### config.mk
export PLATFORM = sky130hd
export DESIGN_NAME = srq_queue
export DESIGN_NICKNAME = d
export VERILOG_FILES = /design/src/hdl/srq_pkg.sv /design/src/hdl/srq_queue.sv
export SDC_FILE = /design/constraint.sdc
export NUM_CORES = 1
export LEC_CHECK = 0
export BUFFER_PORTS_ARGS = -buffer_cell sky130_fd_sc_hd__clkbuf_2
export CAP_MARGIN = 5
export CORE_UTILIZATION = 40
export CTS_CLUSTER_SIZE = 10
export DETAILED_ROUTE_END_ITERATION = 8
export PLACE_DENSITY = 0.69
export SLEW_MARGIN = 30
export SYNTH_ARGS = -nofsm -noshare
export SYNTH_HDL_FRONTEND = slang
export SYNTH_SLANG_ARGS = --single-unit
### constraint.sdc
create_clock -name clock -period 22.5 [get_ports clock]
set_input_delay 2.25 -clock clock [delete_from_list [all_inputs] [get_ports clock]]
set_output_delay 2.25 -clock clock [all_outputs]
set_load 0.03 [all_outputs]
### src/hdl/srq_pkg.sv
`default_nettype none

package srq_pkg;

   // queue between the front and the back
   localparam int QUEUE_DEPTH = 4;
   localparam int QPTR_W      = $clog2(QUEUE_DEPTH);

   // arithmetic pipeline depths: one quotient bit, one root bit per stage
   localparam int DIV_STEPS  = 64;
   localparam int SQRT_STEPS = 32;

   localparam logic [1:0] CORNER_LAST = 2'd3;

   typedef struct packed {
      logic signed [31:0] start_x;
      logic signed [31:0] start_y;
      logic signed [31:0] start_z;
      logic signed [31:0] end_x;
      logic signed [31:0] end_y;
      logic signed [31:0] end_z;
      logic signed [31:0] half_width;
   } req_type;

   typedef struct packed {
      logic signed [31:0] corner_x;
      logic signed [31:0] corner_y;
      logic signed [31:0] corner_z;
      logic [1:0]         corner_index;
      logic               valid_res;
      logic               last;
   } rsp_type;

   // coordinates and signs carried alongside the arithmetic
   typedef struct packed {
      logic signed [31:0] sx;
      logic signed [31:0] sy;
      logic signed [31:0] sz;
      logic signed [31:0] ex;
      logic signed [31:0] ey;
      logic signed [31:0] ez;
      logic               ok;
      logic               neg_ox;
      logic               neg_oy;
   } base_type;

   // classified item in the queue
   typedef struct packed {
      base_type    base;
      logic [30:0] ax;
      logic [30:0] ay;
      logic [30:0] w;
   } job_type;

   // restoring divider lane: partial remainder and dividend/quotient shifter
   typedef struct packed {
      logic [62:0] r;
      logic [63:0] qr;
   } div_lane_type;

   typedef struct packed {
      base_type     base;
      logic [62:0]  s;
      div_lane_type lx;
      div_lane_type ly;
   } div_stage_type;

   // digit-by-digit square root lane
   typedef struct packed {
      logic [33:0] rem;
      logic [31:0] root;
      logic [63:0] op;
   } sqrt_lane_type;

   typedef struct packed {
      base_type      base;
      sqrt_lane_type lx;
      sqrt_lane_type ly;
   } sqrt_stage_type;

   // finished item: offset magnitudes
   typedef struct packed {
      base_type    base;
      logic [31:0] mx;
      logic [31:0] my;
   } done_type;

   function automatic div_lane_type div_step(div_lane_type lane, logic [62:0] s);
      div_lane_type nxt;
      logic [63:0]  t;
      logic         qbit;
      t    = {lane.r, lane.qr[63]};
      qbit = (t >= {1'b0, s});
      if (qbit) begin
         nxt.r = 63'(t - {1'b0, s});
      end else begin
         nxt.r = t[62:0];
      end
      nxt.qr = {lane.qr[62:0], qbit};
      return nxt;
   endfunction

   function automatic sqrt_lane_type sqrt_step(sqrt_lane_type lane);
      sqrt_lane_type nxt;
      logic [35:0]   rs;
      logic [35:0]   trial;
      rs    = {lane.rem, lane.op[63:62]};
      trial = {2'b00, lane.root, 2'b01};
      if (rs >= trial) begin
         nxt.rem  = 34'(rs - trial);
         nxt.root = {lane.root[30:0], 1'b1};
      end else begin
         nxt.rem  = rs[33:0];
         nxt.root = {lane.root[30:0], 1'b0};
      end
      nxt.op = {lane.op[61:0], 2'b00};
      return nxt;
   endfunction

   // base plus or minus magnitude, clamped to the int32 range
   function automatic logic signed [31:0] sat_corner(logic signed [31:0] b,
                                                    logic [31:0] m, logic sub);
      logic [33:0] bb;
      logic [33:0] mm;
      logic [33:0] sum;
      bb  = {{2{b[31]}}, b};
      mm  = {2'b00, m};
      sum = sub ? (bb - mm) : (bb + mm);
      if (sum[33:31] == 3'b000 || sum[33:31] == 3'b111) begin
         return sum[31:0];
      end else if (sum[33]) begin
         return 32'sh8000_0000;
      end else begin
         return 32'sh7FFF_FFFF;
      end
   endfunction

endpackage

`default_nettype wire

### src/hdl/srq_queue.sv
`default_nettype none

module srq_queue (
   input  wire                   clock,
   input  wire                   reset,
   input  wire                   push,
   input  wire srq_pkg::job_type push_data,
   output logic                  full,
   input  wire                   pop,
   output srq_pkg::job_type      pop_data,
   output logic                  empty
);

   srq_pkg::job_type            mem_ff [srq_pkg::QUEUE_DEPTH];
   logic [srq_pkg::QPTR_W-1:0]  wr_ff;
   logic [srq_pkg::QPTR_W-1:0]  rd_ff;
   logic [srq_pkg::QPTR_W:0]    cnt_ff;
   logic                        do_push;
   logic                        do_pop;

   assign full     = (cnt_ff == (srq_pkg::QPTR_W+1)'(srq_pkg::QUEUE_DEPTH));
   assign empty    = (cnt_ff == '0);
   assign do_push  = push && !full;
   assign do_pop   = pop && !empty;
   assign pop_data = mem_ff[rd_ff];

   // advance pointers and count
   always_ff @(posedge clock) begin
      if (reset) begin
         wr_ff  <= '0;
         rd_ff  <= '0;
         cnt_ff <= '0;
      end else begin
         if (do_push) begin
            wr_ff <= wr_ff + 1'b1;
         end
         if (do_pop) begin
            rd_ff <= rd_ff + 1'b1;
         end
         if (do_push && !do_pop) begin
            cnt_ff <= cnt_ff + 1'b1;
         end else if (do_pop && !do_push) begin
            cnt_ff <= cnt_ff - 1'b1;
         end
      end
   end

   // store the item
   always_ff @(posedge clock) begin
      if (do_push) begin
         mem_ff[wr_ff] <= push_data;
      end
   end

endmodule

`default_nettype wire

[After elaboration in Yosys (flattened, before gate mapping)]
Memory sizes are Yosys's and may differ from the RTL's. A register that Yosys moved wholly into a read port is not among the register bits.
Cells that the tools add are included.
Widths: inputs -> output; s select.
Word-level totals
  word-level logic and storage cells: 25
  input bits: 292
  bits in writable memories: 1152
  memories kept: 1
  register bits: 7
Memory list
  mem_ff: depth 4, width 288, rd ports 1, clocked after memory_dff 1, wr ports 1, line srq_queue.sv:14  | srq_pkg::job_type mem_ff [srq_pkg::QUEUE_DEPTH];
Operators by class
  add/sub/neg operators: 4
  eq/ne operators: 1
  reductions and logical operators: 10
  mux-type cells: 6
Operators by type and width (number)
  $mux 3: 2
  $add 2x1->2 const B: 2
  $logic_and 1x1->1: 4
  $logic_not 1->1: 4
  $mux 2: 2
  $add 3x1->3 const B: 1
  $eq 3x3->1 const B: 1
  $logic_not 3->1: 1
  $sub 3x1->3 const B: 1
  $mux 1: 2
  $reduce_bool 2->1: 1

[Longest topological paths before layout]
  word-level depth: 7
  gate-level depth with buffers: 8
  gate-level depth less buffers: 8

[Worst setup path after synthesis]
OpenSTA, ideal clock, no wires.
  path kind: input port to flip-flop
  start point: in push
  end point: mem mem_ff[0][0] (netlist name) (enable)
  stages on the path: 3
  library setup time: 0.686 ns
  data arrival time: 9.114 ns
  slack: 12.700 ns
  buffers on the path: 0
  cell sequence: inv_1 -> nor2_1 -> and2_1
Between the ends
  longest elaborated chain between the ends: 3
RTL lines
  start, declared: line srq_queue.sv:6  | input wire push,
  $logic_and 1x1->1: line srq_queue.sv:23  | assign do_push = push && !full;
  net do_push: line srq_queue.sv:18  | logic do_push;
  $mux 1: line srq_queue.sv:50  | if (do_push) begin
  $mux 1 (not written as such): line srq_queue.sv:51  | mem_ff[wr_ff] <= push_data;
  end, declared: line srq_queue.sv:14
The timed path passes the listed nets, and every way through them passes these cells.

==> results.yml <==
min_path:
  holdCritPathClass: "register to register"
sta:
  fin_skew_ns: 0.02051
  finalSetupViolations: 0
  setup_tns_ns: 0
  slew_violations: 0
  rsz0062_at_grt: "false"
  fin_crit_ns: 6.576
  period_share_pct: 29.23
  slew_headroom_pct: 34.38
  layout_setup_ws_ns: 15.92
  tightest_slew_ns: 0.9844
  max_freq_mhz: 152.1
  finalHoldViolCount: 0
global_routing:
  grt_pass1_vias: 20148
  grt_max_degree: 72
  antenna_found_initial: 15
  overflow: 0
  track_usage_pct: 15.96
  grt_pass1_wl_microns: 126700
clock_tree:
  clk_path_buf_depth: 3
  cts_buffers: 134
  path_clk_slew_ns: 0.05
  post_cts_buffers: 0
  hold_buffers: 0
  cts_tree: "yes"
  clk_latency_ns: 0.73
  htree_levels: 4
  cts-root-buf: "clkbuf_16"
  ctsResizeCount: 0
  cts_sinks: 1161
die:
  die_w_microns: 326.1
  initial_utilization_pct: 40.48
  rows: 118
  die_h_microns: 326.1
  fp.dieArea_sq_um: 106300
  core_area_sq_um: 103800
  io_pins: 582
run_status:
  outcome: "finished, final reports clean"
worst_setup_path:
  criticalPathCategory: "register to primary output"
  worstPathRequired_ns: 20.25
  arrival_ns: 4.33
  path_max_fanout: 48
  cp-start-kind: "register"
  end_kind: "primary output"
cells_and_area:
  drive_gt1_share_pct: 46.55
  fin_util_pct: 48.36
  area_growth_pct: 19.47
  final_nets: 2531
drt:
  drt-pass1-iter-count: 4
  drtIter0Drc: 1163
  wire_per_inst_microns: 23.25
  dr_total_vias: 18778
  via_per_inst: 5.153
  drc: 0
  postRouteWirelength_microns: 84730
  ant_nets: 0
placement:
  dp_hpwl_microns: 52690
  place_congestion: 0.7677
  io_buffers: 581
  pre_cts_ws_ns: 15.79
pwr:
  p_leak_nw: 16.67
  power_density_nw_per_um2: 123.0
  p_total_mw: 6.174
  p_switching_mw: 1.907
  pwr-share-clk_pct: 30.4
  seqPwrFrac_pct: 43.2
  ir_drop_mv: 0.08748
  comb_power_share_pct: 26.5
  swShare_pct: 30.88
  power.internal_mw: 4.267
synth:
  yosysUniqueCellTypes: 21
  yosysTopAreaCell: "edfxtp_1"
  synth_seq_area_share_pct: 82.77
  ys_seq_elements: 1161
  syn_inst: 1552
  synthesis.nets: 1850
  synth_top_area_share_pct: 82.34
  post_synth.cell_area_avg_sq_um: 27.07
  synth_area_sq_um: 42010
  synthTopCellsByArea: "edfxtp_1 (82%), mux4_2 (15%), buf_6 (0.70%)"
  yosysWarningCount: 0
flow_run:
  drv_cap: 0
## sequential cells by signal, summed over array words and instances, names as in the netlist, named ones only
register,flops
rd_ff,2
wr_ff,2
mem_ff,1152
cnt_ff,3
## worst max-delay path, cell delays in order (launching register included)
cell and delay [ns]:
dfxtp_4 0.73, buf_6 0.59, buf_6 0.63, buf_6 0.62
mux4_2 0.63, clkbuf_2 0.22
## kinds of logic (layout without fill, tap and decap cells)
| kind of cell | count (synthesis) | in the layout | share of synthesized area, % |
|---|---|---|---|
| flip-flops | 1161 | 1161 | 82.77 |
| multiplexers | 290 | 290 | 15.49 |
| buffers and inverters | 69 | 779 | 1.176 |
| AND/OR/NAND/NOR | 16 | 16 | 0.2025 |
| adder cells (fa/ha/maj) | 6 | 6 | 0.1966 |
| AO/OA/AOI/OAI | 6 | 6 | 0.08638 |
| XOR/XNOR | 4 | 4 | 0.08338 |
| other | 0 | 2 | 0 |
## synth_stat cells, drive strengths merged
cell type and number:
or3 2, xor2 4, o31ai 1, nor3 1, o311ai 1, clkbuf 7
ha 5, mux4 288, nor3b 1, o21ai 2, fa 1, nand2b 2
buf 58, inv 4, mux2i 2, dfxtp 9, and2 4, nor2 6
edfxtp 1152, a21oi 2
## cell usage in the layout, fill, tap and decap left out, types with 5 or more instances in the layout
cell	instances
buf_6	12
clkbuf_16	136
ha_1	5
clkbuf_2	581
clkbuf_1	13
dfxtp_1	7
mux4_2	288
buf_4	13
edfxtp_1	1152
nor2_1	6
## final timing paths
| kind | from | to | slack, ns | cells past startpoint |
|---|---|---|---|---|
| min reg2reg | wr_ff[0] | wr_ff[0] | 0.53 | 2 |
| max reg2reg | cnt_ff[0] | mem_ff[0][205] | 17.97 | 7 |
| max | register | pop_data[158] | 15.92 | 5 |
| min | wr_ff[0] | wr_ff[0] | 0.53 | 2 |
## stage by stage
stage / instance area (sq um) / hold WS, ns / std cells
floorplan: 42010 / 0.4818 / 1552
global placement: 46370 / 0.4912 / 3473
detailed placement: 46440 / 0.5259 / 3475
CTS: 50120 / 0.5354 / 3640
global route: 50190 / 0.5606 / 3643
finish: 50190 / 0.5334 / 3644
## metal layers
metal  track usage [%]  part of all wire [%]  vias to the layer above
met5                 0                  0.20                        -
met4             5.807                   2.7                       26
met1             19.37                    38                     9804
met2             25.89                    50                      688
met3             6.205                   9.0                      164
li1                  -                     -                     8096
## final cells by class
cell class | count | area, sq um
flip-flops and latches | 1161 | 34780
clock inverters | 16 | 221.5
repair buffers | 610 | 3236
inverters | 4 | 15.01
clock buffers | 149 | 3452
well taps | 1380 | 1727
diodes | 2 | 5.005
fillers | 8261 | 53600
multi-input cells | 322 | 6755
## power groups by stage
stage | sequential, mW | clock (mW) | combinational [mW]
6_report | 2.66 | 1.87 | 1.63
5_1_grt | 2.68 | 2.00 | 1.72
4_1_cts | 2.67 | 1.92 | 1.66
3_5_place_dp | 2.71 | 0 | 1.65
3_3_place_gp | 2.71 | 0 | 1.62
2_1_floorplan | 2.73 | 0 | 1.23
Note: power is estimated with default switching activity, not from simulation.
