`src/hdl/srq_pkg.sv`:
```
`default_nettype none

package srq_pkg;

   // queue between the front and the back
   localparam int QUEUE_DEPTH = 4;
   localparam int QPTR_W      = $clog2(QUEUE_DEPTH);

   // arithmetic pipeline depths: one quotient bit, one root bit per stage
   localparam int DIV_STEPS  = 64;
   localparam int SQRT_STEPS = 32;

   localparam logic [1:0] CORNER_LAST = 2'd3;

   typedef struct packed {
      logic signed [31:0] start_x;
      logic signed [31:0] start_y;
      logic signed [31:0] start_z;
      logic signed [31:0] end_x;
      logic signed [31:0] end_y;
      logic signed [31:0] end_z;
      logic signed [31:0] half_width;
   } req_type;

   typedef struct packed {
      logic signed [31:0] corner_x;
      logic signed [31:0] corner_y;
      logic signed [31:0] corner_z;
      logic [1:0]         corner_index;
      logic               valid_res;
      logic               last;
   } rsp_type;

   // coordinates and signs carried alongside the arithmetic
   typedef struct packed {
      logic signed [31:0] sx;
      logic signed [31:0] sy;
      logic signed [31:0] sz;
      logic signed [31:0] ex;
      logic signed [31:0] ey;
      logic signed [31:0] ez;
      logic               ok;
      logic               neg_ox;
      logic               neg_oy;
   } base_type;

   // classified item in the queue
   typedef struct packed {
      base_type    base;
      logic [30:0] ax;
      logic [30:0] ay;
      logic [30:0] w;
   } job_type;

   // restoring divider lane: partial remainder and dividend/quotient shifter
   typedef struct packed {
      logic [62:0] r;
      logic [63:0] qr;
   } div_lane_type;

   typedef struct packed {
      base_type     base;
      logic [62:0]  s;
      div_lane_type lx;
      div_lane_type ly;
   } div_stage_type;

   // digit-by-digit square root lane
   typedef struct packed {
      logic [33:0] rem;
      logic [31:0] root;
      logic [63:0] op;
   } sqrt_lane_type;

   typedef struct packed {
      base_type      base;
      sqrt_lane_type lx;
      sqrt_lane_type ly;
   } sqrt_stage_type;

   // finished item: offset magnitudes
   typedef struct packed {
      base_type    base;
      logic [31:0] mx;
      logic [31:0] my;
   } done_type;

   function automatic div_lane_type div_step(div_lane_type lane, logic [62:0] s);
      div_lane_type nxt;
      logic [63:0]  t;
      logic         qbit;
      t    = {lane.r, lane.qr[63]};
      qbit = (t >= {1'b0, s});
      if (qbit) begin
         nxt.r = 63'(t - {1'b0, s});
      end else begin
         nxt.r = t[62:0];
      end
      nxt.qr = {lane.qr[62:0], qbit};
      return nxt;
   endfunction

   function automatic sqrt_lane_type sqrt_step(sqrt_lane_type lane);
      sqrt_lane_type nxt;
      logic [35:0]   rs;
      logic [35:0]   trial;
      rs    = {lane.rem, lane.op[63:62]};
      trial = {2'b00, lane.root, 2'b01};
      if (rs >= trial) begin
         nxt.rem  = 34'(rs - trial);
         nxt.root = {lane.root[30:0], 1'b1};
      end else begin
         nxt.rem  = rs[33:0];
         nxt.root = {lane.root[30:0], 1'b0};
      end
      nxt.op = {lane.op[61:0], 2'b00};
      return nxt;
   endfunction

   // base plus or minus magnitude, clamped to the int32 range
   function automatic logic signed [31:0] sat_corner(logic signed [31:0] b,
                                                    logic [31:0] m, logic sub);
      logic [33:0] bb;
      logic [33:0] mm;
      logic [33:0] sum;
      bb  = {{2{b[31]}}, b};
      mm  = {2'b00, m};
      sum = sub ? (bb - mm) : (bb + mm);
      if (sum[33:31] == 3'b000 || sum[33:31] == 3'b111) begin
         return sum[31:0];
      end else if (sum[33]) begin
         return 32'sh8000_0000;
      end else begin
         return 32'sh7FFF_FFFF;
      end
   endfunction

endpackage

`default_nettype wire

```
`src/hdl/srq_front.sv`:
```
`default_nettype none

module srq_front (
   input  wire srq_pkg::req_type item,
   output srq_pkg::job_type      job
);

   logic [32:0] dx;
   logic [32:0] dy;
   logic [32:0] adx;
   logic [32:0] ady;
   logic        big;

   // form the exact span and its magnitudes
   assign dx  = {item.end_x[31], item.end_x} - {item.start_x[31], item.start_x};
   assign dy  = {item.end_y[31], item.end_y} - {item.start_y[31], item.start_y};
   assign adx = dx[32] ? (33'd0 - dx) : dx;
   assign ady = dy[32] ? (33'd0 - dy) : dy;
   assign big = adx[32] | adx[31] | ady[32] | ady[31];

   // classify and pack the item for the back end
   always_comb begin
      job.base.sx     = item.start_x;
      job.base.sy     = item.start_y;
      job.base.sz     = item.start_z;
      job.base.ex     = item.end_x;
      job.base.ey     = item.end_y;
      job.base.ez     = item.end_z;
      job.base.ok     = !item.half_width[31] && (item.half_width != 32'sd0)
                        && ((dx != 33'd0) || (dy != 33'd0));
      job.base.neg_ox = !dy[32] && (dy != 33'd0);
      job.base.neg_oy = dx[32];
      job.ax          = big ? adx[31:1] : adx[30:0];
      job.ay          = big ? ady[31:1] : ady[30:0];
      job.w           = item.half_width[30:0];
   end

endmodule

`default_nettype wire

```
`config.mk`:
```
export PLATFORM = sky130hd
export DESIGN_NAME = srq_front
export DESIGN_NICKNAME = d
export VERILOG_FILES = /design/src/hdl/srq_pkg.sv /design/src/hdl/srq_front.sv
export SDC_FILE = /design/constraint.sdc
export NUM_CORES = 1
export LEC_CHECK = 0
export BUFFER_PORTS_ARGS = -buffer_cell sky130_fd_sc_hd__buf_2
export CORE_AREA = 2 2 201 203
export DETAILED_ROUTE_END_ITERATION = 10
export DIE_AREA = 0 0 203 205
export SLEW_MARGIN = 20
export SYNTH_ARGS = -nofsm -noshare
export SYNTH_HDL_FRONTEND = slang
export SYNTH_SLANG_ARGS = --single-unit
export TNS_END_PERCENT = 5
```
`constraint.sdc`:
```
create_clock -name vclk -period 6.75
set_input_delay 0.675 -clock vclk [all_inputs]
set_output_delay 0.675 -clock vclk [all_outputs]
set_load 0.005 [all_outputs]
```
Word level (Yosys, flattened, before mapping)
Index checks and enable logic that the tools add are counted.
{"block": "op_classes", "n_reduce_logical": 9, "mux": 4, "addsub": 4, "bitwise_logic": 3}
{"operator": "two-way mux 33 bit", "n": 2}
{"operator": "nonzero test 33 bit", "n": 2}
{"operator": "subtractor 1 x 33 -> 33 bit, first input constant", "n": 2}
{"operator": "subtractor 32 x 32 -> 33 bit", "n": 2}
{"operator": "two-way mux 31 bit", "n": 2}
{"operator": "nonzero test 32 bit", "n": 1}
{"operator": "logical AND 1 bit", "n": 3}
{"operator": "OR 1 bit", "n": 3}
{"operator": "zero test 1 bit", "n": 2}
{"operator": "logical OR 1 bit", "n": 1}
{"block": "totals", "inputBits": 224, "word_cells": 20, "regBits": 0}

Logic depth before layout (Yosys ltp)
Gate-level depths: netlist of the first run.
{"block": "logic_depth", "word_depth": 7, "ltp_mapped": 20, "depth_no_buf": 17}

Worst setup path after synthesis of the first run
No wires, ideal clock.
{"block": "synth_timing", "path_kind": "input port to output port", "from": "input port item[64] (netlist bit)", "to": "output port job[77] (netlist bit)", "cell_stages": 18, "arrival_time_ns": 4.593, "setup_slack_ns": 1.482, "n_path_buf": 1, "cell_sequence": "inv_1 > ha_1 > inv_1 > fa_1 > a211oi_1 > o21a_1 > a211oi_1 > or4_1 > o211ai_1 > o211ai_1 > nor4_1 > and4b_4 > a41oi_2 > mux2_4 > buf_2 > or3_1 > o311ai_0 > nor2_1"}
{"element": "start, declared", "line": "srq_front.sv:4", "text": "input wire srq_pkg::req_type item,"}
{"element": "end, declared", "line": "srq_front.sv:5", "text": "output srq_pkg::job_type job"}

==> results of run 1 <==
## repair_timing
item,4_1_cts,5_1_grt
resized for setup,0,6
setup buffers,0,3
endpoints found under the setup margin,0,29
## per-layer routing
| metal | vias to the layer above | share of wire | track usage |
|---|---|---|---|
| li1 | 4935 | - | - |
| met2 | 332 | 0.50 | 0.280 |
| met1 | 4531 | 0.43 | 0.181 |
| met3 | 39 | 0.048 | 0.0113 |
| met4 | 0 | 0.021 | 0.0287 |
| met5 | - | 0 | 0 |
## worst max-delay path: stages
cell and delay, ns:
buf_2 0.08, inv_1 0.03, ha_1 0.21, fa_1 0.41
nand2b_1 0.27, a21oi_1 0.20, xnor2_1 0.32, nand3_1 0.28
nor4b_2 0.41, and4_1 0.37, nand4_1 0.24, or3b_1 0.49
o41a_1 0.36, o21a_2 0.26, nor2_8 0.28, buf_12 0.25
buf_12 0.20, a21oi_1 0.08, o211ai_1 0.20, buf_2 0.14
## power groups by stage
stage	Sequential, mW	Clock (mW)	Combinational [mW]
floorplan	0	0	1.03
global placement	0	0	1.54
detailed placement	0	0	1.54
CTS	0	0	1.55
global route	0	0	1.70
finish	0	0	1.53
## per-stage QoR
step / util / power (mW) / hold slack [ns]
6_report: 0.252 / 1.53 / 1.35
5_1_grt: 0.252 / 1.70 / 1.35
4_1_cts: 0.251 / 1.55 / 1.35
3_5_place_dp: 0.251 / 1.54 / 1.35
3_3_place_gp: 0.251 / 1.54 / 1.35
2_1_floorplan: - / 1.03 / 1.43
## cell usage in the layout, fill, tap and decap left out, types with 16 or more instances in the layout
master	count
nand4_1	16
buf_4	26
a21oi_1	106
or3_1	28
nor3_1	42
nor4_1	17
ha_1	65
buf_2	384
a21o_1	24
xor2_1	37
a211oi_1	20
xnor2_1	42
o211ai_1	21
nor2_1	84
inv_1	80
o21ai_0	75
nand3_1	39
mux2i_1	44
nand2_1	96
## cell type report
| cell class | instances | area [µm²] | area share |
|---|---|---|---|
| Multi-Input combinational cell | 989 | 6810 | 0.686 |
| Inverter | 80 | 300 | 0.0303 |
| Tap cell | 525 | 657 | 0.0662 |
| Timing Repair Buffer | 412 | 2160 | 0.217 |
## worst max-delay path by stage
stage,from,end,slack (ns),cells after the start
after global placement,item[96],job[71],0.14,19
after global routing,item[96],job[35],0.003,19
after floorplan,item[64],job[77],1.48,18
after detailed placement,item[96],job[71],0.17,19
after CTS,item[96],job[71],0.16,19
final,item[96],job[92],0.28,20
## cells by family after synthesis
logic type | after synthesis | synth area share
compound gates | 377 | 0.283
xor+xnor | 79 | 0.0770
fa+ha+maj | 68 | 0.0964
buf+inv | 354 | 0.248
mux | 49 | 0.0556
simple gates | 416 | 0.240
==> impl_metrics.yaml, run 1 <==
placed_design:
  dp_slack_ns: 0.166
  gp_congestion: 0.842
  port_buffers: 384
  hpwlAfterDp_um: 29300
  place_area_um2: 9870
  place_inst: 2003
hold_path:
  hold_end: "job[116]"
  min-delay-start: "item[52]"
  min_path_cells: 0
  hold_class: "in -> out"
global_route:
  grt_start_max_net_pins: 35
  grt.overflow.total: 0
  grt_pass1_wl_um: 49900
  first_global_vias: 9119
  grt_use_total: 0.148
  grt_antenna_before_repair: 0
synthesis:
  synth_common_cells: "227 x buf_4, 106 x a21oi_1, 96 x nand2_1"
  yosys.cell_count.top_type: "buf_4"
  syn_inst: 1343
  ys_seq_area_frac: 0
  yosys_warnings: 0
  synth_cell_type_count: 85
  synth_top_area_cell: "buf_4"
  syn_area_um2: 8990
  yosys-top-cells-area: "buf_4 19%, ha_1 9.2%, a21oi_1 5.9%"
  synth_top_area_share: 0.190
  syn_nets: 1635
  syn_area_per_cell_um2: 6.69
sta:
  relSlewSlack: 0.438
  setup_viol: 0
  fin_crit_ns: 6.47
  rsz0062_at_grt: "no"
  maxSlewViolCount: 0
  final_hold_viol_count: 0
  period_share: 0.959
  fmax_mhz: 154
  worst_pin_slew_ns: 0.832
  worst_slack_ns: 0.277
  fin_setup_tns_ns: 0
outcome:
  status: "completed"
power:
  pwr-share-clk: 0
  power_frac_seq: 0
  p_leak_nw: 4.54
  sw_frac_of_total: 0.597
  power.switching_uw: 916
  combPwrFrac: 1.000
  irDropWorstVdd_mv: 0.0439
  p_int_uw: 618
  powerDensity_nw_per_um2: 155
cells_and_area:
  instances_no_fill: 2006
  fillers: 4438
  design_area_um2: 9920
  syn_to_final_growth_pct: 10.4
  seq_area_um2: 0
  clock_buffers: 0
  fin_nets: 1775
  seq_cells: 0
  antenna_cells: 0
  drive_above_1_share: 0.307
detailed_routing:
  vias: 9837
  post-route-drc-count: 0
  vias_per_cell: 4.90
  ant_nets: 0
  wl_per_cell_um: 16.8
  drt-initial-drc-count: 484
  drt-total-wl_um: 33600
  drtPass1Iterations: 5
job:
  cap_viol_max_count: 0
floorplanning:
  start_util: 0.228
  die_h_um: 205
  core.rowCount: 73
  io_pins: 512
  chipWidth_um: 203
  core_area_um2: 39400
  die-area_um2: 41600
worst_setup_path:
  critPathMaxFanout: 25
  end_kind: "output pin"
  worstSetupStartpointType: "primary input"
  required_ns: 6.07
  crit_type: "in -> out"
  arrival_ns: 5.80
clock_network:
  ctsHoldBuffers: 0
Power figures use the tool's default switching activity.
==> run 2, diff against run 1 <==
- PLACE_DENSITY: not set -> 0.45
- RECOVER_POWER: not set -> 50
==> run 2 against run 1 <==
  * Worst hold slack did not move
  * Routed wire length fell by 1.0%
  * Die area did not move
  * Clock-buffer cell count did not move
  * Global-route usage barely moved
  * Core utilization fell by 0.22 points
  * Critical path type unchanged
  * Sequential share of layout area did not move
  * Non-clock buffer count fell by 7
  * Via count fell by 0.19%
  * First-iteration DRC count rose by 30%
  * Setup slack improved by 0.10 ns
  * Critical endpoint is now job[35]
  * Fmax rose by 1.6%
==> impl_metrics.yaml, run 2 (synthesis gave the netlist of run 1 again) <==
floorplanning:
  core_area_um2: 39400
  chipWidth_um: 203
  core.rowCount: 73
  io_pins: 512
  die_h_um: 205
  die-area_um2: 41600
  start_util: 0.228
worst_setup_path:
  worstSetupStartpointType: "primary input"
  critPathMaxFanout: 20
  cp-startpoint: "item[96]"
  required_ns: 6.07
  crit_type: "in -> out"
  arrival_ns: 5.70
  end_kind: "output pin"
sta:
  setup_viol: 0
  rsz0062_at_grt: "no"
  final_hold_viol_count: 0
  relSlewSlack: 0.390
  period_share: 0.944
  fin_setup_tns_ns: 0
  fin_crit_ns: 6.37
  maxSlewViolCount: 0
  worst_pin_slew_ns: 0.904
  fmax_mhz: 157
hold_path:
  min_path_cells: 0
  min-delay-start: "item[45]"
  hold_end: "job[109]"
  hold_class: "in -> out"
clock_network:
  post_cts_buffers: 0
cells_and_area:
  seq_cells: 0
  drive_above_1_share: 0.284
  multiInputGateArea_um2: 6800
  layout_commonest_cell: "buf_2"
  syn_to_final_growth_pct: 9.41
  fillers: 4521
  clock_buffers: 0
  layout_common_cells: "356 x buf_2, 106 x a21oi_1, 96 x nand2_1, 84 x nor2_1, 80 x inv_1"
  fin_nets: 1768
  seq_area_um2: 0
detailed_routing:
  vias_per_cell: 4.91
  drtPass1Iterations: 5
  vias: 9818
  ant_nets: 0
  drt-total-wl_um: 33300
  wl_per_cell_um: 16.6
  post-route-drc-count: 0
  drt-initial-drc-count: 631
placed_design:
  port_buffers: 384
  hpwlAfterDp_um: 28700
  gp_congestion: 0.868
global_route:
  grt_pass1_wl_um: 50100
  grt_antenna_before_repair: 3
  grt_use_total: 0.148
  grt.overflow.total: 0
  grt_start_max_net_pins: 46
  first_global_vias: 9005
job:
  cap_viol_max_count: 0
outcome:
  status: "completed"
-- run 2: changes by cell type in the layout (fill, tap and decap cells not counted) --
cell | previous run | this run
o311ai_1 | 2 | 1
buf_1 | 0 | 1
buf_4 | 26 | 19
clkbuf_1 | 0 | 27
ha_1 | 65 | 66
diode_2 | 0 | 1
buf_2 | 384 | 356
ha_2 | 1 | 0
o311ai_0 | 3 | 4
-- run 2: how the worst max path moves through the flow --
stage	slack (ns)	end	cells past startpoint
after floorplan	1.48	job[77]	18
after global placement	0.19	job[35]	17
after detailed placement	0.28	job[35]	19
after CTS	0.26	job[35]	19
after global routing	0.04	job[35]	18
final	0.38	job[35]	19
-- run 2: layer usage --
layer / track usage / part of all wire / vias up
met5: 0 / 0.00039 / -
met4: 0.00678 / 0.0037 / 2
met3: 0.0108 / 0.051 / 18
met2: 0.286 / 0.52 / 335
met1: 0.186 / 0.42 / 4538
li1: - / - / 4925
-- run 2: what timing repair did --
item,in CTS,in global routing
hold buffers,0,0
resized for setup,0,4
setup endpoints to repair,0,19
-- run 2: cell type report --
type,count,share of cell area
multi-input cells,989,0.692
diodes,1,0.000255
inverters,80,0.0305
well taps,525,0.0668
repair buffers,405,0.210
-- run 2: worst max-delay path: stages --
cell and delay (ns):
buf_2 0.09, inv_1 0.04, ha_1 0.22, fa_1 0.41
nand2b_1 0.26, a2111oi_4 0.41, nor3_2 0.14, xnor2_1 0.30
nor3b_1 0.34, and4_1 0.33, nand4_1 0.21, or3b_1 0.47
o41a_1 0.35, o21a_2 0.25, nor2_8 0.13, buf_4 0.29
mux2_2 0.37, nor3_1 0.23, buf_2 0.16
-- run 2: metrics by stage --
step / utilization / std cells / instance area, µm² / hold WS (ns) / setup WS (ns)
6_report: 0.250 / 2000 / 9830 / 1.35 / 0.378
5_1_grt: 0.250 / 1999 / 9830 / 1.35 / 0.0429
4_1_cts: 0.250 / 1999 / 9840 / 1.35 / 0.259
3_5_place_dp: 0.250 / 1999 / 9840 / 1.35 / 0.281
3_3_place_gp: 0.250 / 1999 / 9840 / 1.35 / 0.193
2_1_floorplan: - / 1343 / 8990 / 1.43 / 1.48
