<file path="config.mk">
export PLATFORM = sky130hd
export DESIGN_NAME = srq_emit
export DESIGN_NICKNAME = d
export VERILOG_FILES = /design/src/hdl/srq_pkg.sv /design/src/hdl/srq_emit.sv
export SDC_FILE = /design/constraint.sdc
export NUM_CORES = 1
export LEC_CHECK = 0
export BUFFER_PORTS_ARGS = -buffer_cell sky130_fd_sc_hd__buf_2
export CORE_MARGIN = 2
export CORE_UTILIZATION = 55
export CTS_BUF_LIST = sky130_fd_sc_hd__clkbuf_16
export DETAILED_ROUTE_END_ITERATION = 10
export HOLD_SLACK_MARGIN = 0.15
export PLACE_DENSITY = 0.82
export SLEW_MARGIN = 20
export SYNTH_ARGS = -nofsm -noshare
export SYNTH_HDL_FRONTEND = slang
export SYNTH_SLANG_ARGS = --single-unit
</file>
<file path="constraint.sdc">
create_clock -name clock -period 12.9 [get_ports clock]
set_input_delay 0.645 -clock clock [delete_from_list [all_inputs] [get_ports clock]]
set_output_delay 0.645 -clock clock [all_outputs]
set_load 0.005 [all_outputs]
</file>
<file path="src/hdl/srq_pkg.sv">
`default_nettype none

package srq_pkg;

   // queue between the front and the back
   localparam int QUEUE_DEPTH = 4;
   localparam int QPTR_W      = $clog2(QUEUE_DEPTH);

   // arithmetic pipeline depths: one quotient bit, one root bit per stage
   localparam int DIV_STEPS  = 64;
   localparam int SQRT_STEPS = 32;

   localparam logic [1:0] CORNER_LAST = 2'd3;

   typedef struct packed {
      logic signed [31:0] start_x;
      logic signed [31:0] start_y;
      logic signed [31:0] start_z;
      logic signed [31:0] end_x;
      logic signed [31:0] end_y;
      logic signed [31:0] end_z;
      logic signed [31:0] half_width;
   } req_type;

   typedef struct packed {
      logic signed [31:0] corner_x;
      logic signed [31:0] corner_y;
      logic signed [31:0] corner_z;
      logic [1:0]         corner_index;
      logic               valid_res;
      logic               last;
   } rsp_type;

   // coordinates and signs carried alongside the arithmetic
   typedef struct packed {
      logic signed [31:0] sx;
      logic signed [31:0] sy;
      logic signed [31:0] sz;
      logic signed [31:0] ex;
      logic signed [31:0] ey;
      logic signed [31:0] ez;
      logic               ok;
      logic               neg_ox;
      logic               neg_oy;
   } base_type;

   // classified item in the queue
   typedef struct packed {
      base_type    base;
      logic [30:0] ax;
      logic [30:0] ay;
      logic [30:0] w;
   } job_type;

   // restoring divider lane: partial remainder and dividend/quotient shifter
   typedef struct packed {
      logic [62:0] r;
      logic [63:0] qr;
   } div_lane_type;

   typedef struct packed {
      base_type     base;
      logic [62:0]  s;
      div_lane_type lx;
      div_lane_type ly;
   } div_stage_type;

   // digit-by-digit square root lane
   typedef struct packed {
      logic [33:0] rem;
      logic [31:0] root;
      logic [63:0] op;
   } sqrt_lane_type;

   typedef struct packed {
      base_type      base;
      sqrt_lane_type lx;
      sqrt_lane_type ly;
   } sqrt_stage_type;

   // finished item: offset magnitudes
   typedef struct packed {
      base_type    base;
      logic [31:0] mx;
      logic [31:0] my;
   } done_type;

   function automatic div_lane_type div_step(div_lane_type lane, logic [62:0] s);
      div_lane_type nxt;
      logic [63:0]  t;
      logic         qbit;
      t    = {lane.r, lane.qr[63]};
      qbit = (t >= {1'b0, s});
      if (qbit) begin
         nxt.r = 63'(t - {1'b0, s});
      end else begin
         nxt.r = t[62:0];
      end
      nxt.qr = {lane.qr[62:0], qbit};
      return nxt;
   endfunction

   function automatic sqrt_lane_type sqrt_step(sqrt_lane_type lane);
      sqrt_lane_type nxt;
      logic [35:0]   rs;
      logic [35:0]   trial;
      rs    = {lane.rem, lane.op[63:62]};
      trial = {2'b00, lane.root, 2'b01};
      if (rs >= trial) begin
         nxt.rem  = 34'(rs - trial);
         nxt.root = {lane.root[30:0], 1'b1};
      end else begin
         nxt.rem  = rs[33:0];
         nxt.root = {lane.root[30:0], 1'b0};
      end
      nxt.op = {lane.op[61:0], 2'b00};
      return nxt;
   endfunction

   // base plus or minus magnitude, clamped to the int32 range
   function automatic logic signed [31:0] sat_corner(logic signed [31:0] b,
                                                    logic [31:0] m, logic sub);
      logic [33:0] bb;
      logic [33:0] mm;
      logic [33:0] sum;
      bb  = {{2{b[31]}}, b};
      mm  = {2'b00, m};
      sum = sub ? (bb - mm) : (bb + mm);
      if (sum[33:31] == 3'b000 || sum[33:31] == 3'b111) begin
         return sum[31:0];
      end else if (sum[33]) begin
         return 32'sh8000_0000;
      end else begin
         return 32'sh7FFF_FFFF;
      end
   endfunction

endpackage

`default_nettype wire

</file>
<file path="src/hdl/srq_emit.sv">
`default_nettype none

module srq_emit (
   input  wire                    clock,
   input  wire                    reset,
   input  wire                    in_valid,
   input  wire srq_pkg::done_type in_done,
   output logic                   take,
   output logic                   rsp_empty,
   input  wire                    rsp_pop,
   output srq_pkg::rsp_type       rsp_data
);

   logic              hv_ff;
   logic [1:0]        cnt_ff;
   srq_pkg::done_type hold_ff;
   logic              is_last;
   logic              at_end;
   logic              plus;
   logic signed [31:0] bx, by, bz;

   assign rsp_empty = !hv_ff;
   assign is_last   = !hold_ff.base.ok || (cnt_ff == srq_pkg::CORNER_LAST);
   assign take      = !hv_ff || (rsp_pop && is_last);
   assign at_end    = (cnt_ff == 2'd1) || (cnt_ff == 2'd2);
   assign plus      = cnt_ff[1];
   assign bx        = at_end ? hold_ff.base.ex : hold_ff.base.sx;
   assign by        = at_end ? hold_ff.base.ey : hold_ff.base.sy;
   assign bz        = at_end ? hold_ff.base.ez : hold_ff.base.sz;

   // form the current corner
   always_comb begin
      if (hold_ff.base.ok) begin
         rsp_data.corner_x     = srq_pkg::sat_corner(bx, hold_ff.mx,
                                                     plus == hold_ff.base.neg_ox);
         rsp_data.corner_y     = srq_pkg::sat_corner(by, hold_ff.my,
                                                     plus == hold_ff.base.neg_oy);
         rsp_data.corner_z     = bz;
         rsp_data.corner_index = cnt_ff;
         rsp_data.valid_res    = 1'b1;
         rsp_data.last         = (cnt_ff == srq_pkg::CORNER_LAST);
      end else begin
         rsp_data.corner_x     = '0;
         rsp_data.corner_y     = '0;
         rsp_data.corner_z     = '0;
         rsp_data.corner_index = '0;
         rsp_data.valid_res    = 1'b0;
         rsp_data.last         = 1'b1;
      end
   end

   // load a finished item or step through its corners
   always_ff @(posedge clock) begin
      if (reset) begin
         hv_ff  <= 1'b0;
         cnt_ff <= '0;
      end else if (take) begin
         hv_ff  <= in_valid;
         cnt_ff <= '0;
      end else if (rsp_pop) begin
         cnt_ff <= cnt_ff + 1'b1;
      end
   end

   // hold the item payload
   always_ff @(posedge clock) begin
      if (take) begin
         hold_ff <= in_done;
      end
   end

endmodule

`default_nettype wire

</file>
Yosys cells after proc, flatten, opt, wreduce, memory -nomap -nowiden
Index checks and enable logic that the tools add are counted.
{"block": "word_totals", "regBits": 262, "output_inout_bits": 102, "in_bits": 263, "word_cells": 46}
{"block": "classes", "add_sub_neg": 5, "muxes": 10, "n_eq_ne": 7, "n_reduce_logical": 11}
{"operator": "two-way mux 32 bit", "count": 7}
{"operator": "two-way mux 100 bit", "count": 1}
{"operator": "adder 32 x 33 -> 34 bit", "count": 2}
{"operator": "two-way mux 34 bit", "count": 2}
{"operator": "subtractor 32 x 33 -> 34 bit", "count": 2}
{"operator": "equality test 3 bit, second input constant", "count": 2}
{"operator": "zero test 3 bit", "count": 2}
{"operator": "logical OR 1 bit", "count": 5}
{"operator": "equality test 2 bit, second input constant", "count": 2}
{"operator": "adder 2 x 1 -> 2 bit, second input constant", "count": 1}
{"operator": "equality test 1 bit", "count": 2}
{"operator": "equality test 2 x 1 -> 1 bit, second input constant", "count": 1}
{"operator": "zero test 1 bit", "count": 2}
{"operator": "OR reduction 2 bit", "count": 1}
{"operator": "logical AND 1 bit", "count": 1}

Depth between registers and ports, before layout
Gate-level depths: netlist of the first run.
{"block": "depth", "ltp_word": 9, "ltp_mapped": 21, "mapped_depth_nobuf": 19}

Least setup slack after synthesis of the first run
No wires, ideal clock.
{"block": "synth_timing", "path_type": "register to register", "startpoint": "reg cnt_ff[0]", "endpoint": "reg hold_ff[0] (netlist name) (enable)", "t_arrival_ns": 4.955, "period_less_slack_ns": 6.952, "slack_ns": 5.948, "stages_incl_launch_ff": 5, "required_ns": 10.903, "n_path_buf": 0, "setup_time_ns": 1.997, "cell_sequence": "dfxtp_1 ha_1 nand2b_1 nand2_1 nand2_1"}
{"block": "synth_via", "elab_chain_cells": 4}
{"element": "from (decl)", "line": "srq_emit.sv:15", "source": "logic [1:0] cnt_ff;"}
{"element": "from (signal assigned)", "line": "srq_emit.sv:61", "source": "cnt_ff <= cnt_ff + 1'b1;"}
{"element": "equality test 2 bit", "line": "srq_emit.sv:23", "source": "assign is_last = !hold_ff.base.ok || (cnt_ff == srq_pkg::CORNER_LAST);"}
{"element": "logical OR 1 bit", "line": "srq_emit.sv:23"}
{"element": "logical AND 1 bit", "line": "srq_emit.sv:24", "source": "assign take = !hv_ff || (rsp_pop && is_last);"}
{"element": "logical OR 1 bit", "line": "srq_emit.sv:24"}
{"element": "via take", "line": "srq_emit.sv:8", "source": "output logic take,"}
{"element": "to (signal assigned)", "line": "srq_emit.sv:68", "source": "hold_ff <= in_done;"}
{"element": "to (decl)", "line": "srq_emit.sv:16", "source": "srq_pkg::done_type hold_ff;"}
The timed path passes the listed nets, and every way through them passes these cells.
A chain may end at the register's enable or synchronous reset.

==> metrics.cfg, run 1 <==
[outcome]
status=completed

[floorplanning]
io_pins=365
fp.coreArea_sq_um=26700
die-area_sq_um=28300
start_util_pct=55.5
die_y_microns=168
rows=60
die_w_microns=168

[hold_path]
hold_path_depth=1
hold-path-endpoint=hold_ff[198]
hold_path_class=input pin to flip-flop
min_from=in_done[198]

[layout]
nets=1931
post-route-util_pct=67.1
area_delta_synth_final_pct=20.8
register_area_sq_um=7840
layout_common_cells=buf_2, edfxtp_1, a21oi_1
nFillCells=1979
final_layout_size_suffix_gt1_share_pct=32.6
final_common_cell=buf_2
multi_input_area_sq_um=6690

[clocking]
cts_buffers=28
cts-root-buf=clkbuf_16
cts_tree=done
htree_levels=1
clock_sinks=262
cts_buffer_depth=3
clk_pin_slew_worst_paths_ns=0.06
cts_setup_buffers=0
hold_buffers=0
post_cts_resized=0
clkLatencyLatePin_ns=0.55

[critical_path]
r2r-start=hold_ff[66]
cp-start-kind=flip-flop
r2r_slack_ns=9.17
r2r-end=hold_ff[11]
reg2regPathDepth=5
worst_path_max_delay_cell=ha_4
max_stage_delay_ns=0.77
path_class=flip-flop to output pin
end_kind=output pin
arrival_ns=6.34
critPathMaxFanout=55
cp_cell_sequence=ha_4 > buf_4 > mux2_2 > ha_1 > nand3_1 > nor4b_1 > nor2_1 > a31oi_1 > a41o_1 > xor2_2 > mux2i_1 > inv_2 > a21oi_1 > buf_2
worstPathRequired_ns=12.26

[logic_synthesis]
yosysSeqAreaShare_pct=52.8
synth_top_area_share_pct=52.4
async_reset_ff_share_pct=0
postSynthCellCount=1246
ys.flop_type=edfxtp_1
synthTopCellsByArea=edfxtp_1, ha_1, mux2_2
ys_warn_count=0
synth-edff-count=259
yosysUniqueCellTypes=75
ys_ff_latch=262
synthesis.nets=1580
yosys.area.top_type=edfxtp_1
synth.avg_cell_area_sq_um=11.9
syn_area_sq_um=14800

[detailed_routing]
viasPerCell=5.85
wire_per_inst_microns=19.9
drtPass1Iterations=5
wl_mm=39.1
drtAntennaViolNets=0
drc=0
drtIter0Drc=1002
vias=11520

[sta]
grt_setup_unrepaired=no
finClkSkew_ns=0.0169
worstMarginPinSlew_ns=1.00
finalCritPeriodShare_pct=54.2
drv_slew=0
tns_ns=0
fin_crit_ns=6.99
maxSlewHeadroom_pct=32.7
fmax_mhz=143
setup_viol=0
hold_viol=0

[global_route]
grt.total_usage_pct=26.7
grt_max_degree=72
grt_antenna_before_repair=10
grt_pass1_vias=11273
grt_pass1_wl_mm=59.4
grt-ovfl-total=0

[power]
total_power_w=0.00278
vdd_ir_drop_max_mv=0.123
power_density_nw_per_um2=155
leakagePower_nw=7.38

[place]
port_buffers=364
finalWeightedCongestion=0.941
place_hpwl_mm=29.4

[job]
cap_violations=0

where the power goes:
part | switching (W) | total, W | internal [W]
registers | 0.0000329 | 0.00105 | 0.00101
clock network | 0.000336 | 0.000826 | 0.000490
logic | 0.000543 | 0.000907 | 0.000364
total | 0.000912 | 0.00278 | 0.00187
per-stage QoR:
stage	std cells	worst slack [ns]	hold slack [ns]	cell area (sq um)
final	1969	5.91	0.270	17900
after global routing	1967	5.37	0.251	17900
after CTS	1960	5.94	0.251	17900
after detailed placement	1908	6.54	0.550	16900
after global placement	1908	6.81	0.547	16900
after floorplan	1246	5.95	0.473	14800
cells in the mapped netlist (3+ instances only):
library cell and count:
mux2_2 60, xnor2_1 47, buf_1 5, nand2b_1 17, xor2_1 75, o31ai_1 10, o21ai_1 3, nor4_1 7
o21a_1 4, o41ai_1 12, ha_1 69, or2_2 3, and4_1 4, and2_1 12, nor2b_1 8, o21bai_1 4
or3_1 8, o211ai_1 6, a21o_1 26, o21ai_0 67, a21oi_2 20, dfxtp_1 3, a211o_1 6, edfxtp_1 259
inv_1 24, a21boi_0 3, o2111ai_1 3, clkbuf_1 37, nand2_1 59, a22oi_1 3, mux2i_1 39, nand3_1 7
buf_4 3, nor2_1 96, and3_1 9, or4_1 5, a21oi_1 111, nand4_1 11, a41o_1 3, buf_2 4
a211oi_1 10, o22ai_1 3, nor3_1 23, a31oi_1 16
logic make-up after synthesis:
kind of cell / synth area share [%]
AO/OA/AOI/OAI: 14.5
buffers and inverters: 2.33
AND/OR/NAND/NOR: 9.48
flip-flops: 52.8
XOR/XNOR: 7.42
adder cells (fa/ha/maj): 6.09
multiplexers: 7.29
critical path, delay by kind of cell, from the launching register on:
kind	cells	cell delay (ns)
AO/OA/AOI/OAI	3	0.96
adder cells (fa/ha/maj)	2	1.19
multiplexers	2	0.89
AND/OR/NAND/NOR	3	0.76
flip-flops	1	0.43
XOR/XNOR	1	0.20
buffers and inverters	3	1.29
final cells by class:
cell class                      instances  area share (%)
Tap cell                              341            2.38
Sequential cell                       262            43.7
Clock buffer                           29            4.05
Clock inverter                         23            1.31
Timing Repair Buffer                  373            10.5
Inverter                               25           0.524
Antenna cell                            9           0.126
Multi-Input combinational cell        907            37.3
routing by layer:
| metal | share of wire, % | vias up | track usage, % |
|---|---|---|---|
| met2 | 47 | 529 | 44.1 |
| met5 | 0.031 | - | 0 |
| li1 | - | 5443 | - |
| met4 | 3.6 | 2 | 10.6 |
| met3 | 8.8 | 85 | 5.99 |
| met1 | 40 | 5461 | 34.5 |
flip-flops by register name (all words and copies together), names as in the netlist:
name,count
cnt_ff,2
hold_ff,259
hv_ff,1
how the worst max path moves through the flow:
stage | startpoint | to | slack, ns
finish | cnt_ff[1] | rsp_data[39] | 5.91
global placement | hold_ff[37] | rsp_data[74] | 6.81
CTS | cnt_ff[1] | rsp_data[39] | 5.94
floorplan | cnt_ff[0] | hold_ff[0] | 5.95
global route | cnt_ff[1] | rsp_data[38] | 5.37
detailed placement | cnt_ff[1] | rsp_data[39] | 6.54
(Power assumes the default switching activity.)
==> run 2, diff against run 1 <==
--- a/config.mk
+++ b/config.mk
@@ -7,11 +7,11 @@
 export LEC_CHECK = 0
 export BUFFER_PORTS_ARGS = -buffer_cell sky130_fd_sc_hd__buf_2
 export CORE_MARGIN = 2
-export CORE_UTILIZATION = 55
+export CORE_UTILIZATION = 49
 export CTS_BUF_LIST = sky130_fd_sc_hd__clkbuf_16
 export DETAILED_ROUTE_END_ITERATION = 10
 export HOLD_SLACK_MARGIN = 0.15
-export PLACE_DENSITY = 0.82
+export PLACE_DENSITY = 0.77
 export SLEW_MARGIN = 20
 export SYNTH_ARGS = -nofsm -noshare
 export SYNTH_HDL_FRONTEND = slang
==> constraint.sdc (replaced) <==
create_clock -name clock -period 5.78 [get_ports clock]
set_input_delay 0.289 -clock clock [delete_from_list [all_inputs] [get_ports clock]]
set_output_delay 0.289 -clock clock [all_outputs]
set_load 0.005 [all_outputs]
==> run 2 against run 1 <==
Compared with the run above: sequential cell count did not move; power rose by 130%; combinational power rose to 2.7 times the previous value; count of clock-buffer cells in the layout fell by 1; sequential share of layout area fell by 6.6 points; worst hold slack improved by 0.17 ns; critical path depth rose by 6; largest cell class unchanged; highest routed layer is now met4.
==> metrics.cfg, run 2 (synthesis gave the netlist of run 1 again) <==
[critical_path]
critPathMaxFanout=6  ; was 55
cp-start-kind=flip-flop  ; unchanged
end_kind=output pin  ; unchanged
path_class=flip-flop to output pin  ; unchanged
worstPathRequired_ns=5.49  ; was 12.26 ns
arrival_ns=5.40  ; was 6.34 ns

[power]
p_int_w=0.00423  ; was 0.00187 W
vdd_ir_drop_max_mv=0.256  ; was 0.123 mV
pwr-share-clk_pct=25.5  ; was 29.7%
total_power_w=0.00646  ; was 0.00278 W
power_density_nw_per_um2=306  ; was 155 nW/um^2
netSwitchingPower_w=0.00223  ; was 0.000912 W
seq_power_share_pct=36.3  ; was 37.7%
leakagePower_nw=8.65  ; was 7.38 nW
p_sw_share_pct=34.5  ; was 32.8%
p_comb_share_pct=38.1  ; was 32.6%

[clocking]
cts_buffer_depth=3  ; unchanged
clk_pin_slew_worst_paths_ns=0.06  ; about the same
clock_sinks=262  ; unchanged
htree_levels=1  ; unchanged
cts_buffers=28  ; unchanged
clkLatencyLatePin_ns=0.55  ; about the same
cts-root-buf=clkbuf_16  ; unchanged
cts_tree=done  ; unchanged

[floorplanning]
die-area_sq_um=31700  ; was 28300 sq um
die_w_microns=178  ; was 168 microns
io_pins=365  ; unchanged
die_y_microns=178  ; was 168 microns
fp.coreArea_sq_um=29700  ; was 26700 sq um
rows=63  ; was 60
start_util_pct=49.9  ; was 55.5%

[layout]
nFillCells=1931  ; was 1979
largest_reg_flops=259  ; unchanged
nets=2227  ; was 1931
final_layout_size_suffix_gt1_share_pct=31.8  ; was 32.6%
stdcell_count=2308  ; was 1969
layout_common_cells=buf_2, dlygate4sd3_1, edfxtp_1  ; was buf_2, edfxtp_1, a21oi_1
top_regs=hold_ff x259, cnt_ff x2, hv_ff x1  ; unchanged
stdcell_area_sq_um=21100  ; was 17900 sq um
area_delta_synth_final_pct=42.4  ; was 20.8%
final_common_cell=buf_2  ; unchanged
top_register=hold_ff  ; unchanged

[detailed_routing]
drc=0  ; unchanged
wl_mm=47.2  ; was 39.1 mm
wire_per_inst_microns=20.4  ; was 19.9 microns
drtIter0Drc=1267  ; was 1002
viasPerCell=5.71  ; was 5.85
drtAntennaViolNets=0  ; unchanged
drtPass1Iterations=5  ; unchanged
vias=13178  ; was 11.5k

[sta]
finClkSkew_ns=0.00734  ; was 0.0169 ns
worstMarginPinSlew_ns=0.899  ; was 1.00 ns
setup_viol=0  ; unchanged
drv_slew=0  ; unchanged
fin_crit_ns=5.69
grt_setup_unrepaired=yes  ; was no
finalCritPeriodShare_pct=98.5
maxSlewHeadroom_pct=40.0  ; was 32.7%
hold_viol=0  ; unchanged
fmax_mhz=176

[hold_path]
hold_path_class=input pin to flip-flop  ; unchanged

[global_route]
grt_pass1_vias=13139  ; was 11.3k
grt.total_usage_pct=28.5  ; was 26.7%
grt_pass1_wl_mm=70.0  ; was 59.4 mm
grt-ovfl-total=0  ; unchanged
grt_max_degree=109  ; was 72
grt_antenna_before_repair=7  ; was 10

[place]
port_buffers=364  ; unchanged
place_hpwl_mm=29.4  ; about the same
numPlacedInstances=1966  ; was 1908
finalWeightedCongestion=0.922  ; was 0.941
post_dp_cell_area_sq_um=17100  ; was 16900 sq um

[job]
cap_violations=0  ; unchanged

[outcome]
status=completed  ; unchanged

[run 2: worst max-delay path, stage by stage (launching register included)]
cell	delay, ns
edfxtp_1	0.41
or4_4	0.60
nor3_4	0.15
nand2b_1	0.13
nand2b_4	0.18
or3_4	0.36
or3_4	0.38
o21ai_2	0.13
xor2_1	0.16
ha_1	0.27
a21o_1	0.19
a21o_1	0.18
a21oi_2	0.18
nor2_1	0.08
nor3_2	0.21
nor2_2	0.07
a211oi_4	0.28
buf_6	0.17
mux2_4	0.36
a21oi_1	0.20
buf_2	0.15
[run 2: worst paths after layout]
check | end | start | slack, ns | cells past startpoint
setup / recovery | rsp_data[74] | hold_ff[38] | 0.09 | 20
hold / removal | hold_ff[200] | in_done[200] | 0.44 | 2
setup reg to reg | hold_ff[117] | hold_ff[66] | 2.78 | 4
hold reg to reg | cnt_ff[1] | cnt_ff[1] | 0.66 | 2
[run 2: metal layers]
layer / vias up / global-route usage (%) / routed length (microns)
met1: 6285 / 34.4 / 17600
met3: 147 / 5.35 / 4020
met2: 714 / 50.1 / 23400
met4: 0 / 11.4 / 2090
li1: 6032 / - / -
met5: - / 0 / 0
[run 2: power groups by stage]
stage               logic, W  clock network (W)  registers [W]
floorplan            0.00138                  0        0.00237
global placement     0.00198                  0        0.00237
detailed placement   0.00200                  0        0.00238
CTS                  0.00224            0.00167        0.00234
global route         0.00264            0.00175        0.00236
finish               0.00246            0.00165        0.00235
[run 2: through the flow]
stage	util, %	worst slack, ns	setup TNS, ns	hold WS, ns
finish	71.1	0.0886	0	0.444
global route	71.1	-0.139	-2.58	0.425
CTS	69.8	0.00892	0	0.405
detailed placement	57.5	-0.111	-0.219	0.467
global placement	57.5	0.206	0	0.465
floorplan	-	0.862	0	0.361
[run 2: layout make-up]
type                            instances  area [sq um]  share of cell area [%]
Inverter                               25          96.3                   0.456
Tap cell                              390           488                    2.31
Antenna cell                            7          17.5                  0.0829
Clock buffer                           28           701                    3.32
Clock inverter                         20           135                   0.640
Multi-Input combinational cell        911          7060                    33.4
Timing Repair Buffer                  665          4790                    22.7
Sequential cell                       262          7840                    37.1
[run 2: repair_timing]
| action | 4_1_cts | 5_1_grt |
|---|---|---|
| hold endpoints to repair | 262 | 0 |
| gates resized for setup | 18 | 58 |
| pin swaps | 3 | 10 |
| gates cloned | 2 | 2 |
| hold buffers | 263 | 0 |
| buffers inserted | 9 | 11 |
| endpoints found under the setup margin | 61 | 62 |
